$ cat config.mk
export PLATFORM = sky130hd
export DESIGN_NAME = smpq_cell
export DESIGN_NICKNAME = d
export VERILOG_FILES = /design/src/rtl/smpq_pkg.sv /design/src/rtl/smpq_cell.sv
export SDC_FILE = /design/constraint.sdc
export NUM_CORES = 1
export LEC_CHECK = 0
export BUFFER_PORTS_ARGS = -buffer_cell sky130_fd_sc_hd__buf_4
export CORE_MARGIN = 2
export CORE_UTILIZATION = 47
export CTS_CLUSTER_DIAMETER = 40
export CTS_CLUSTER_SIZE = 30
export DETAILED_ROUTE_END_ITERATION = 10
export PLACE_DENSITY = 0.86
export SYNTH_ARGS = -nofsm -noshare
export SYNTH_HDL_FRONTEND = slang
export SYNTH_SLANG_ARGS = --single-unit
$ cat constraint.sdc
create_clock -name clk -period 9.7 [get_ports clk]
set_input_delay 0.485 -clock clk [delete_from_list [all_inputs] [get_ports clk]]
set_output_delay 0.485 -clock clk [all_outputs]
set_load 0.01 [all_outputs]
$ cat src/rtl/smpq_pkg.sv
// Package for the stable max-priority queue.
// Holds sizes, operation codes, payload structs and the cell control struct.
// No dependencies.
package smpq_pkg;

    // Number of cells in the sorted chain
    localparam int DEPTH       = 64;
    // Most results that one serve may return
    localparam int MAX_RESULTS = 64;

    localparam int VALUE_W = 32;
    localparam int TAG_W   = 16;
    localparam int COUNT_W = 7;
    localparam int OCC_W   = $clog2(DEPTH + 1);
    localparam int REM_W   = $clog2(MAX_RESULTS + 1);
    localparam int CMP_W   = (OCC_W > COUNT_W) ? OCC_W : COUNT_W;

    // Operation codes
    typedef enum logic [1:0] {
        OP_PUSH  = 2'd0,
        OP_SERVE = 2'd1,
        OP_CLEAR = 2'd2
    } op_t;

    // One stored entry
    typedef struct packed {
        logic [TAG_W-1:0]   tag;
        logic [VALUE_W-1:0] value;
    } entry_t;

    // Input item
    typedef struct packed {
        logic [1:0]         operation;
        logic [VALUE_W-1:0] entry_value;
        logic [COUNT_W-1:0] serve_count;
    } in_t;

    // Result item
    typedef struct packed {
        logic [TAG_W-1:0]   served_tag;
        logic [VALUE_W-1:0] served_value;
        logic               last_of_run;
        logic               overflow_seen;
    } out_t;

    // Broadcast control for every cell of the chain
    typedef struct packed {
        logic   push;
        logic   pop;
        logic   clear;
        entry_t new_entry;
    } cell_ctl_t;

endpackage

$ cat src/rtl/smpq_cell.sv
// One cell of the sorted chain: holds a single entry and its valid bit.
// Shifts toward the tail on insert and toward the head on removal.
// Depends on smpq_pkg.
module smpq_cell
(
    input  logic                clk,
    input  logic                rst_n,
    input  smpq_pkg::cell_ctl_t ctl,
    input  smpq_pkg::entry_t    prev_entry,
    input  logic                prev_valid,
    input  logic                prev_ahead,
    input  smpq_pkg::entry_t    next_entry,
    input  logic                next_valid,
    output smpq_pkg::entry_t    entry,
    output logic                valid,
    output logic                ahead
);

    smpq_pkg::entry_t entry_reg;
    smpq_pkg::entry_t entry_next;
    logic             valid_reg;
    logic             valid_next;

    // New entry goes ahead of an empty cell or a strictly smaller value;
    // equal values keep arrival order since the new tag is always larger.
    assign ahead = !valid_reg || (ctl.new_entry.value > entry_reg.value);

    // Next-state selection
    always_comb
    begin
        entry_next = entry_reg;
        valid_next = valid_reg;
        if (ctl.clear)
        begin
            valid_next = 1'b0;
        end
        else if (ctl.pop)
        begin
            entry_next = next_entry;
            valid_next = next_valid;
        end
        else if (ctl.push)
        begin
            if (prev_ahead)
            begin
                entry_next = prev_entry;
                valid_next = prev_valid;
            end
            else if (ahead)
            begin
                entry_next = ctl.new_entry;
                valid_next = 1'b1;
            end
        end
    end

    // Valid bit
    always_ff @(posedge clk or negedge rst_n)
    begin
        if (!rst_n)
        begin
            valid_reg <= 1'b0;
        end
        else
        begin
            valid_reg <= valid_next;
        end
    end

    // Payload
    always_ff @(posedge clk)
    begin
        entry_reg <= entry_next;
    end

    assign entry = entry_reg;
    assign valid = valid_reg;

endmodule

-- Word level (Yosys, flattened, before mapping)
Cells that the tools add are included.
- bits in latches: 0
- bits in read-only memories: 0
- register bits: 49
- logic and storage cells: 22
- input port bits: 152
- memory bits (writable): 0
- memories: 0
- shifts and indexed selects: 0
- multiply operators: 0
- reduce and logical (&&, ||, !) cells: 8
- muxes and demuxes: 9
- divide/modulo/power cells: 0
- equality and inequality tests: 0
- add/sub/neg operators: 0
- bitwise gates (word level): 1
- order comparisons: 1
- operator list (cell ; count):
    $mux 48 ; 4
    $gt 32x32->1 ; 1
    $reduce_bool 3->1 ; 2
    $mux 1 ; 5
    $reduce_bool 4->1 ; 1
    $reduce_and 3->1 ; 1
    $reduce_and 2->1 ; 1
    $reduce_bool 2->1 ; 1
    $logic_not 1->1 ; 1
    $logic_or 1x1->1 ; 1
    $not 1->1 ; 1

-- Longest topological paths before layout
Gate-level depths: netlist (run 1).
- depth in word-level cells: 7
- depth in mapped cells: 7
- depth with buffers taken out: 7

-- Worst setup path before layout (run 1)
Ideal clock, no wire load.
- path type: input port to flip-flop
- start point: in ctl[31] in the netlist's numbering
- end point: reg entry_reg (netlist bit entry[0]), enable pin
- setup slack: 3.757 ns
- arrival: 5.402 ns
- path buffers: 0
- stages: 6
- cell sequence: ha_1 > nand4_2 > nor3_1 > a2111oi_0 > a22o_1 > a311oi_1
- longest elaborated chain between the ends: 4
- ends and longest elaborated chain (item ; line ; text):
    start: declaration ; smpq_cell.sv:8 ; input smpq_pkg::cell_ctl_t ctl,
    $gt 32x32->1 ; smpq_cell.sv:26 ; assign ahead = !valid_reg || (ctl.new_entry.value > entry_reg.value);
    $logic_or 1x1->1 ; smpq_cell.sv:26 ;
    $reduce_bool 3->1 (no line) ; n/a ;
    $reduce_and 3->1 (no line) ; n/a ;
    end signal: assignment ; smpq_cell.sv:73 ; entry_reg <= entry_next;
    end: declaration ; smpq_cell.sv:19 ; smpq_pkg::entry_t entry_reg;
Every way passes these cells.
A chain may end at the register's enable or synchronous reset.

-- Worst setup path after layout (run 1)
- start point: reg entry_reg (netlist bit entry[31])
- end point: reg entry_reg (netlist bit entry[7]), enable pin
- longest elaborated chain between the ends: 4
- ends and longest elaborated chain (item ; line):
    $gt 32x32->1 ; smpq_cell.sv:26
    $logic_or 1x1->1 ; smpq_cell.sv:26
    $reduce_bool 3->1 (no line) ; n/a
    $reduce_and 3->1 (no line) ; n/a
Every way passes these cells.

==> impl_metrics.tcl, run 1 <==
set metrics [dict create \
    outcome "finished clean" \
    synth_enable_flop_cells 48 \
    tritoncts.num_buffers 5 \
    drive_gt1_share_pct 40.0 \
    grt_pass1_vias 3248 \
    finish.net_count 712 \
    crit_slowest_cell "a311oi_4" \
    synth_flop_cell "edfxtp_1" \
    p_leak_nw 2.46 \
    path_class "flop to flop" \
    core_sq_um 6790 \
    total_power_uw 533 \
    synth_most_common_cell "nand2_1" \
    largest_reg_flops 48 \
    hold_violations 0 \
    avgSynthCellArea_sq_um 9.86 \
    drt_iter0_drc 100 \
    die-area_sq_um 7710 \
    start_util_pct 48.6 \
    ys_types 28 \
    fmax_mhz 292 \
    portBuffers 201 \
    worstMarginPinSlew_ns 0.892 \
    clock_latency_ns 0.29 \
    gr-total-overflow 0 \
    clockPowerShare_pct 21.1 \
    postCtsHoldBufs 1 \
    skew_ns 0.00529 \
    tns_ns 0 \
    clock-sinks 49 \
    synthTopCellsByArea "edfxtp_1 (44%), mux2i_1 (15%), ha_1 (12%)" \
    synth_area_sq_um 3300 \
    wl_per_cell_microns 15.3 \
    crit_chain "inv_1 > ha_1 > nand4_2 > nor4_1 > o311ai_0 > a311oi_4 > buf_4" \
    placed_area_sq_um 4890 \
    die_w_microns 87.8 \
    syn_to_final_growth_pct 50.7 \
    r2r_setup_slack_ns 6.27 \
    swShare_pct 27.1 \
    relSlewSlack_pct 40.5 \
    vias 3237 \
    grt_usage_pct 23.9 \
    synthesis.instances 335 \
    cpPeakStageDelay_ns 0.80 \
    cts_tree "built" \
    netlist.area_leader.share_pct 43.6 \
    clockRootBuffer "clkbuf_8" \
    critical_path.max_fanout 32 \
    ios 202 \
    whs_endpoint "valid" \
    dr.pass1.iters 4 \
    rows 30 \
    ant_nets 0 \
    cts.clk_slew.worst_paths_ns 0.08 \
    yosysTopAreaCell "edfxtp_1" \
    diodes 0 \
    crit_arrival_ns 3.38 \
    hpwlAfterDp_microns 7750 \
    p_int_uw 388 \
    p_seq_share_pct 48.5 \
    rsz0062_at_grt "false" \
    vdd_drop_max_mv 0.0741 \
    ctsLongestPathBuffers 2 \
    rr_worst_depth 7 \
    final_util_pct 73.3 \
    design_area_sq_um 4980 \
    hp-start "ctl[48]" \
    path_buf_inv 2 \
    antenna_found_initial 0 \
    die_h_microns 87.8 \
    hold_class "input pin to flop" \
    period_minus_slack_ns 3.43 \
    worstPathRequired_ns 9.65 \
    synth_warnings 0 \
    syn_nets 519 \
    min_path_cells 2 \
    gp_congestion 0.875 \
    routed_wl_microns 9530 \
    grt_max_degree 101 \
    ys_top_cells_by_count "nand2_1 (57), edfxtp_1 (48), mux2i_1 (48)" \
    maxSlewViolCount 0 \
    finalSetupViolCount 0 \
    drc 0 \
    path_delay_family "compound AO/OA/AOI/OAI gates" \
    worstReg2RegStart "entry[31]" \
    cts_resized 0 \
    power_density_nw_per_um2 107 \
    end_kind "flop" \
    max-cap-violations 0 \
    htreeDepth 2 \
    combPwrFrac_pct 30.4 \
    r2r_end "entry[7]" \
    via_per_inst 5.19 \
    grt_pass1_wl_microns 14300 \
    async_flop_share_pct 2.04 \
    timing.final.crit_share_pct 35.3 \
    seq_area_frac_synth_pct 44.4 \
    synth-seq-cells 49 \
    start_kind "flop" \
    p_sw_uw 145 \
    postCtsSetupBuffers 0 \
]
[through the flow]
step / hold slack [ns] / setup WS [ns] / instances
global route: 0.366 / 5.94 / 624
finish: 0.386 / 6.27 / 624
global placement: 0.261 / 6.15 / 616
detailed placement: 0.263 / 5.98 / 616
CTS: 0.381 / 6.18 / 624
floorplan: 0.189 / 3.76 / 335
[routing by layer]
| layer | global-route usage, % | part of all wire, % |
|---|---|---|
| met2 | 46.7 | 55 |
| met1 | 24.7 | 35 |
| met5 | 0 | 0 |
| met3 | 6.03 | 7.1 |
| met4 | 7.13 | 2.5 |
[placed cells by master, fill, tap and decap left out, types with 2 or more instances in the layout]
master / Yosys / routed
a21oi_1: 15 / 15
nand4_1: 6 / 6
nand2_1: 57 / 57
a2111oi_0: 2 / 2
mux2i_1: 48 / 48
edfxtp_1: 48 / 48
nor2_1: 7 / 7
o21ai_1: 43 / 43
clkbuf_8: 0 / 5
inv_1: 33 / 33
o21ai_0: 10 / 10
nand4_2: 2 / 2
a21o_1: 2 / 2
ha_1: 32 / 32
buf_4: 0 / 202
[cell type report]
cell class	count	area, sq um
Timing Repair Buffer	203	1530
Sequential cell	49	1470
Clock buffer	5	68.8
Clock inverter	2	11.3
Multi-Input combinational cell	236	1660
Inverter	33	124
Tap cell	96	120
Fill cell	502	1820
[kinds of logic after synthesis]
logic type / Yosys count / synth area share (%)
DFF: 49 / 44.4
muxes: 48 / 14.5
AOI/OAI and AO/OA: 79 / 13.0
and+or+nand+nor: 77 / 10.1
adders and majority gates: 32 / 12.1
buffers and inverters: 50 / 5.87
[power by group through the flow]
stage	logic (mW)	clock network, mW	registers [mW]
3_3_place_gp	0.157	0	0.263
2_1_floorplan	0.0658	0	0.271
6_report	0.162	0.112	0.259
4_1_cts	0.164	0.115	0.259
5_1_grt	0.178	0.122	0.260
3_5_place_dp	0.162	0	0.264
[worst register-to-register path, cell delays in order (launching register included)]
cell and delay, ns:
edfxtp_1 0.35, inv_1 0.05, ha_1 0.33, nand4_2 0.17, nor4_1 0.50, o311ai_0 0.37
a311oi_4 0.80, buf_4 0.51
[worst max path at each step]
stage / startpoint / endpoint / slack, ns / depth (start not counted)
floorplan: ctl[31] / entry[0] / 3.76 / 6
global placement: ctl[31] / entry[23] / 6.15 / 7
detailed placement: ctl[31] / entry[8] / 5.98 / 7
CTS: entry[31] / entry[8] / 6.18 / 7
global route: entry[13] / entry[7] / 5.94 / 7
finish: entry[31] / entry[7] / 6.27 / 7
Power figures use the tool's default switching activity.
==> run 2: changes to the inputs <==
--- a/config.mk
+++ b/config.mk
@@ -7,11 +7,11 @@
 export LEC_CHECK = 0
 export BUFFER_PORTS_ARGS = -buffer_cell sky130_fd_sc_hd__buf_4
 export CORE_MARGIN = 2
-export CORE_UTILIZATION = 47
+export CORE_UTILIZATION = 44
 export CTS_CLUSTER_DIAMETER = 40
 export CTS_CLUSTER_SIZE = 30
 export DETAILED_ROUTE_END_ITERATION = 10
-export PLACE_DENSITY = 0.86
+export PLACE_DENSITY = 0.82
 export SYNTH_ARGS = -nofsm -noshare
 export SYNTH_HDL_FRONTEND = slang
 export SYNTH_SLANG_ARGS = --single-unit
==> constraint.sdc (replaced) <==
create_clock -name clk -period 3.3 [get_ports clk]
set_input_delay 0.165 -clock clk [delete_from_list [all_inputs] [get_ports clk]]
set_output_delay 0.165 -clock clk [all_outputs]
set_load 0.01 [all_outputs]
==> run 2 against run 1 <==
Core utilization down 3.9 points. Critical path type is now flop to output port. Clock power rose to 3.1 times the previous value. Sequential share of layout area fell by 0.32 points. First-iteration DRC count shrank 15%. Largest power group unchanged. Cell count is 0.96% higher. Power grew to 3.0 times the previous value.
==> impl_metrics.tcl, run 2 (same netlist as run 1, synthesis figures left out) <==
set metrics [dict create \
    endpoint "ahead" \
    design_area_sq_um 5030 \
    diodes 0 \
    syn_to_final_growth_pct 52.3 \
    tritoncts.num_buffers 5 \
    whs_ns 0.0387 \
    path_class "flop to output port" \
    period_minus_slack_ns 2.64 \
    rows 31 \
    worstPathRequired_ns 3.13 \
    worstMarginPinSlew_ns 0.869 \
    dr.pass1.iters 4 \
    ant_nets 0 \
    min_path_cells 2 \
    die_w_microns 90.6 \
    dp_slack_ns 0.762 \
    cts_tree "built" \
    wl_per_cell_microns 14.8 \
    largest_reg_flops 48 \
    instances_no_fill 630 \
    grt_pass1_wl_microns 14800 \
    drt_iter0_drc 85 \
    fmax_mhz 379 \
    postCtsSetupBuffers 0 \
    max-cap-violations 0 \
    worstReg2RegStart "entry[27]" \
    core_sq_um 7250 \
    tns_ns 0 \
    r2r_setup_slack_ns 0.73 \
    via_per_inst 4.98 \
    hpwlAfterDp_microns 7570 \
    crit_arrival_ns 2.47 \
    grtUsageMet1_pct 26.7 \
    start_kind "flop" \
    gr-total-overflow 0 \
    cts_resized 0 \
    rsz0062_at_grt "false" \
    clock_latency_ns 0.30 \
    startpoint "entry[19]" \
    maxSlewViolCount 0 \
    finish.net_count 714 \
    power_density_nw_per_um2 314 \
    grt_pass1_vias 3139 \
    grt_max_degree 97 \
    grt_usage_pct 22.6 \
    final_common_cell "buf_4" \
    p_leak_nw 2.48 \
    clock-sinks 49 \
    relSlewSlack_pct 42.1 \
    vias 3135 \
    end_kind "output port" \
    die-area_sq_um 8220 \
    gp_congestion 0.808 \
    portBuffers 201 \
    use_met3_pct 4.92 \
    grt_use_met2_pct 41.3 \
    routed_wl_microns 9340 \
    r2r_end "entry[12]" \
    hold_violations 0 \
    htreeDepth 2 \
    outcome "finished clean" \
    finalSetupViolCount 0 \
    placedCellCount 621 \
    timing.final.crit_share_pct 79.9 \
    ios 202 \
    hold_class "input pin to flop" \
    mostFrequentLayoutCells "buf_4 (203), nand2_1 (57), mux2i_1 (48), edfxtp_1 (48), o21ai_1 (43)" \
    ctsLongestPathBuffers 2 \
    total_power_mw 1.58 \
    die_h_microns 90.6 \
    drive_gt1_share_pct 40.9 \
    postCtsHoldBufs 1 \
    placed_area_sq_um 4940 \
    clockRootBuffer "clkbuf_8" \
    rr_worst_depth 7 \
    worst_slack_ns 0.664 \
    start_util_pct 45.5 \
    drc 0 \
    cts.clk_slew.worst_paths_ns 0.09 \
    antenna_found_initial 0 \
    final_util_pct 69.4 \
    critical_path.max_fanout 3 \
    skew_ns 0.00913 \
    busiest_layer "met2" \
    vdd_drop_max_mv 0.202 \
]
## run 2: power by group
group	internal (mW)	total, mW	leakage (nW)	switching, mW
sequential	0.740	0.759	0.478	0.0183
clock	0.147	0.344	0.0450	0.196
combinational	0.261	0.476	1.96	0.215
total	1.15	1.58	2.48	0.429
## run 2: area by class of cell
type / instances / area [sq um]
clock buffers: 6 / 72.6
multi-input cells: 236 / 1680
inverters: 33 / 124
fillers: 571 / 2220
flip-flops and latches: 49 / 1470
repair buffers: 205 / 1550
well taps: 99 / 124
clock inverters: 2 / 10.0
## run 2: critical path, stage by stage (launching register included)
cell and delay [ns]:
edfxtp_1 0.40, inv_1 0.07, ha_1 0.24, a21oi_1 0.14
o21ai_0 0.12, a2111oi_0 0.61, a22o_1 0.31, nand2_1 0.12
buf_4 0.18
## run 2: routing by layer
layer | part of all wire (%) | vias to the layer above
met1 | 38 | 1399
met4 | 1.8 | 0
li1 | - | 1594
met2 | 53 | 128
met5 | 0 | -
met3 | 7.2 | 14
## run 2: how the worst min path moves through the flow
stage	from	end
after floorplan	rst_n	valid
after detailed placement	rst_n	valid
final	ctl[48]	valid
after CTS	ctl[48]	valid
after global placement	rst_n	valid
after global routing	ctl[48]	valid
==> run 3: changes to the inputs <==
--- a/config.mk
+++ b/config.mk
@@ -7,11 +7,11 @@
 export LEC_CHECK = 0
 export BUFFER_PORTS_ARGS = -buffer_cell sky130_fd_sc_hd__buf_4
 export CORE_MARGIN = 2
-export CORE_UTILIZATION = 44
+export CORE_UTILIZATION = 40
 export CTS_CLUSTER_DIAMETER = 40
 export CTS_CLUSTER_SIZE = 30
 export DETAILED_ROUTE_END_ITERATION = 10
-export PLACE_DENSITY = 0.82
+export PLACE_DENSITY = 0.78
 export SYNTH_ARGS = -nofsm -noshare
 export SYNTH_HDL_FRONTEND = slang
 export SYNTH_SLANG_ARGS = --single-unit
==> constraint.sdc (replaced) <==
create_clock -name clk -period 2.15 [get_ports clk]
set_input_delay 0.1075 -clock clk [delete_from_list [all_inputs] [get_ports clk]]
set_output_delay 0.1075 -clock clk [all_outputs]
set_load 0.01 [all_outputs]
==> run 3 against run 2 <==
The flow now finishes with violations (setup timing). Setup slack worse by 0.88 ns. Hold slack better by 0.021 ns. Routed wire length up 5.7%. First-iteration DRC count rose by 91%. Clock skew is 0.0049 ns lower. Largest power group unchanged.
==> impl_metrics.tcl, run 3 (same netlist as run 1, synthesis figures left out) <==
set metrics [dict create \
    largest_reg_flops 48 \
    fmax_mhz 422 \
    die-area_sq_um 9000 \
    final_common_cell "buf_4" \
    gr-total-overflow 0 \
    p_sw_uw 726 \
    violations "setup timing" \
    timing.final.crit_share_pct 110 \
    grt_max_degree 65 \
    startpoint "entry[27]" \
    syn_to_final_growth_pct 71.7 \
    r2r_end "entry[47]" \
    finalSetupViolCount 49 \
    worstPathRequired_ns 2.17 \
    wl_per_cell_microns 14.4 \
    max-cap-violations 0 \
    vias 3313 \
    critical_path.max_fanout 13 \
    path_class "flop to flop" \
    worstReg2RegStart "entry[27]" \
    mostFrequentLayoutCells "buf_4 (245), nand2_1 (57), mux2i_1 (48), edfxtp_1 (48), o21ai_1 (44)" \
    rsz0062_at_grt "true" \
    p_int_mw 1.99 \
    routed_wl_microns 9870 \
    grt_usage_pct 20.8 \
    diodes 0 \
    hold_violations 0 \
    rows 33 \
    drt_iter0_drc 162 \
    ctsLongestPathBuffers 2 \
    r2r_setup_slack_ns -0.22 \
    hold_class "input pin to flop" \
    relSlewSlack_pct 62.4 \
    crit_arrival_ns 2.39 \
    cts.clk_slew.worst_paths_ns 0.09 \
    drc 0 \
    via_per_inst 4.84 \
    dr.pass1.iters 4 \
    gp_congestion 0.736 \
    end_kind "flop" \
    clockRootBuffer "clkbuf_8" \
    start_util_pct 40.8 \
    die_h_microns 94.9 \
    htreeDepth 2 \
    endpoint "entry[47]" \
    period_minus_slack_ns 2.37 \
    ant_nets 0 \
    portBuffers 201 \
    vdd_drop_max_mv 0.310 \
    start_kind "flop" \
    swShare_pct 26.7 \
    tritoncts.num_buffers 5 \
    cts_tree "built" \
    hpwlAfterDp_microns 7640 \
    instances_no_fill 685 \
    drive_gt1_share_pct 49.0 \
    rr_worst_depth 9 \
    p_leak_nw 2.75 \
    finish.net_count 763 \
    outcome "finished with violations" \
    clockPowerShare_pct 24.3 \
    design_area_sq_um 5670 \
    grt_pass1_vias 3244 \
    power_density_nw_per_um2 479 \
    clock-sinks 49 \
    worstMarginPinSlew_ns 0.563 \
    placedCellCount 661 \
    combPwrFrac_pct 32.8 \
    antenna_found_initial 0 \
    skew_ns 0.00420 \
    placed_area_sq_um 5230 \
    min_path_cells 3 \
    clock_latency_ns 0.30 \
    p_seq_share_pct 42.9 \
    grt_pass1_wl_microns 14600 \
    core_sq_um 8090 \
    maxSlewViolCount 0 \
    worst_slack_ns -0.220 \
    tns_ns -10.43 \
    die_w_microns 94.9 \
    ios 202 \
]
-- run 3: changes by cell type in the layout (fill, tap and decap cells not counted), sizes merged --
cell,change
buf,+47
bufinv,+1
clkinv,-1
clkinvlp,+1
dlygate4sd3,+1
-- run 3: cell type report --
class | count | area (sq um)
Fill cell | 636 | 2420
Timing Repair Buffer | 254 | 1990
Multi-Input combinational cell | 236 | 1850
Sequential cell | 49 | 1470
Tap cell | 105 | 131
Inverter | 33 | 124
Clock buffer | 5 | 68.8
Clock inverter | 3 | 41.3
-- run 3: what timing repair did --
item,CTS,global route
buffers inserted,6,6
pin swaps,8,5
cloned,1,1
hold buffers,2,0
setup endpoints to repair,49,49
resized for setup,25,3
hold endpoints to repair,2,0
-- run 3: worst min-delay path by stage --
stage | startpoint | to
after floorplan | rst_n | valid
after global placement | rst_n | valid
after detailed placement | rst_n | valid
after CTS | next_valid | valid
after global routing | next_valid | valid
final | next_valid | valid
-- run 3: critical path: stages (launching register included) --
cell and delay, ns:
edfxtp_1 0.39, inv_2 0.05, ha_4 0.26, nand4_1 0.12, buf_4 0.17, nor4_4 0.34, o311ai_4 0.17, a311oi_4 0.26
buf_4 0.18, buf_16 0.14
-- run 3: through the flow --
| step | util (%) | total power [mW] | hold WS, ns | worst slack (ns) |
|---|---|---|---|---|
| 2_1_floorplan | - | 1.52 | -0.188 | -1.11 |
| 3_3_place_gp | 64.6 | 1.97 | -0.116 | -0.247 |
| 6_report | 70.1 | 2.71 | 0.0595 | -0.220 |
| 3_5_place_dp | 64.6 | 2.00 | -0.112 | -0.329 |
| 5_1_grt | 70.1 | 2.85 | 0.0647 | -0.318 |
| 4_1_cts | 69.1 | 2.72 | 0.0508 | -0.206 |
-- run 3: layer usage --
layer | up-vias | part of all wire, % | track usage, %
met5 | - | 0 | 0
met4 | 0 | 0.93 | 4.95
met3 | 8 | 6.9 | 4.71
met2 | 113 | 54 | 40.0
met1 | 1500 | 38 | 22.8
li1 | 1692 | - | -
-- run 3: power by group through the flow --
stage / sequential, mW / clock [mW] / combinational (mW)
final: 1.17 / 0.659 / 0.890
after global routing: 1.17 / 0.705 / 0.976
after CTS: 1.17 / 0.677 / 0.872
after detailed placement: 1.19 / 0 / 0.813
after global placement: 1.18 / 0 / 0.788
after floorplan: 1.22 / 0 / 0.304
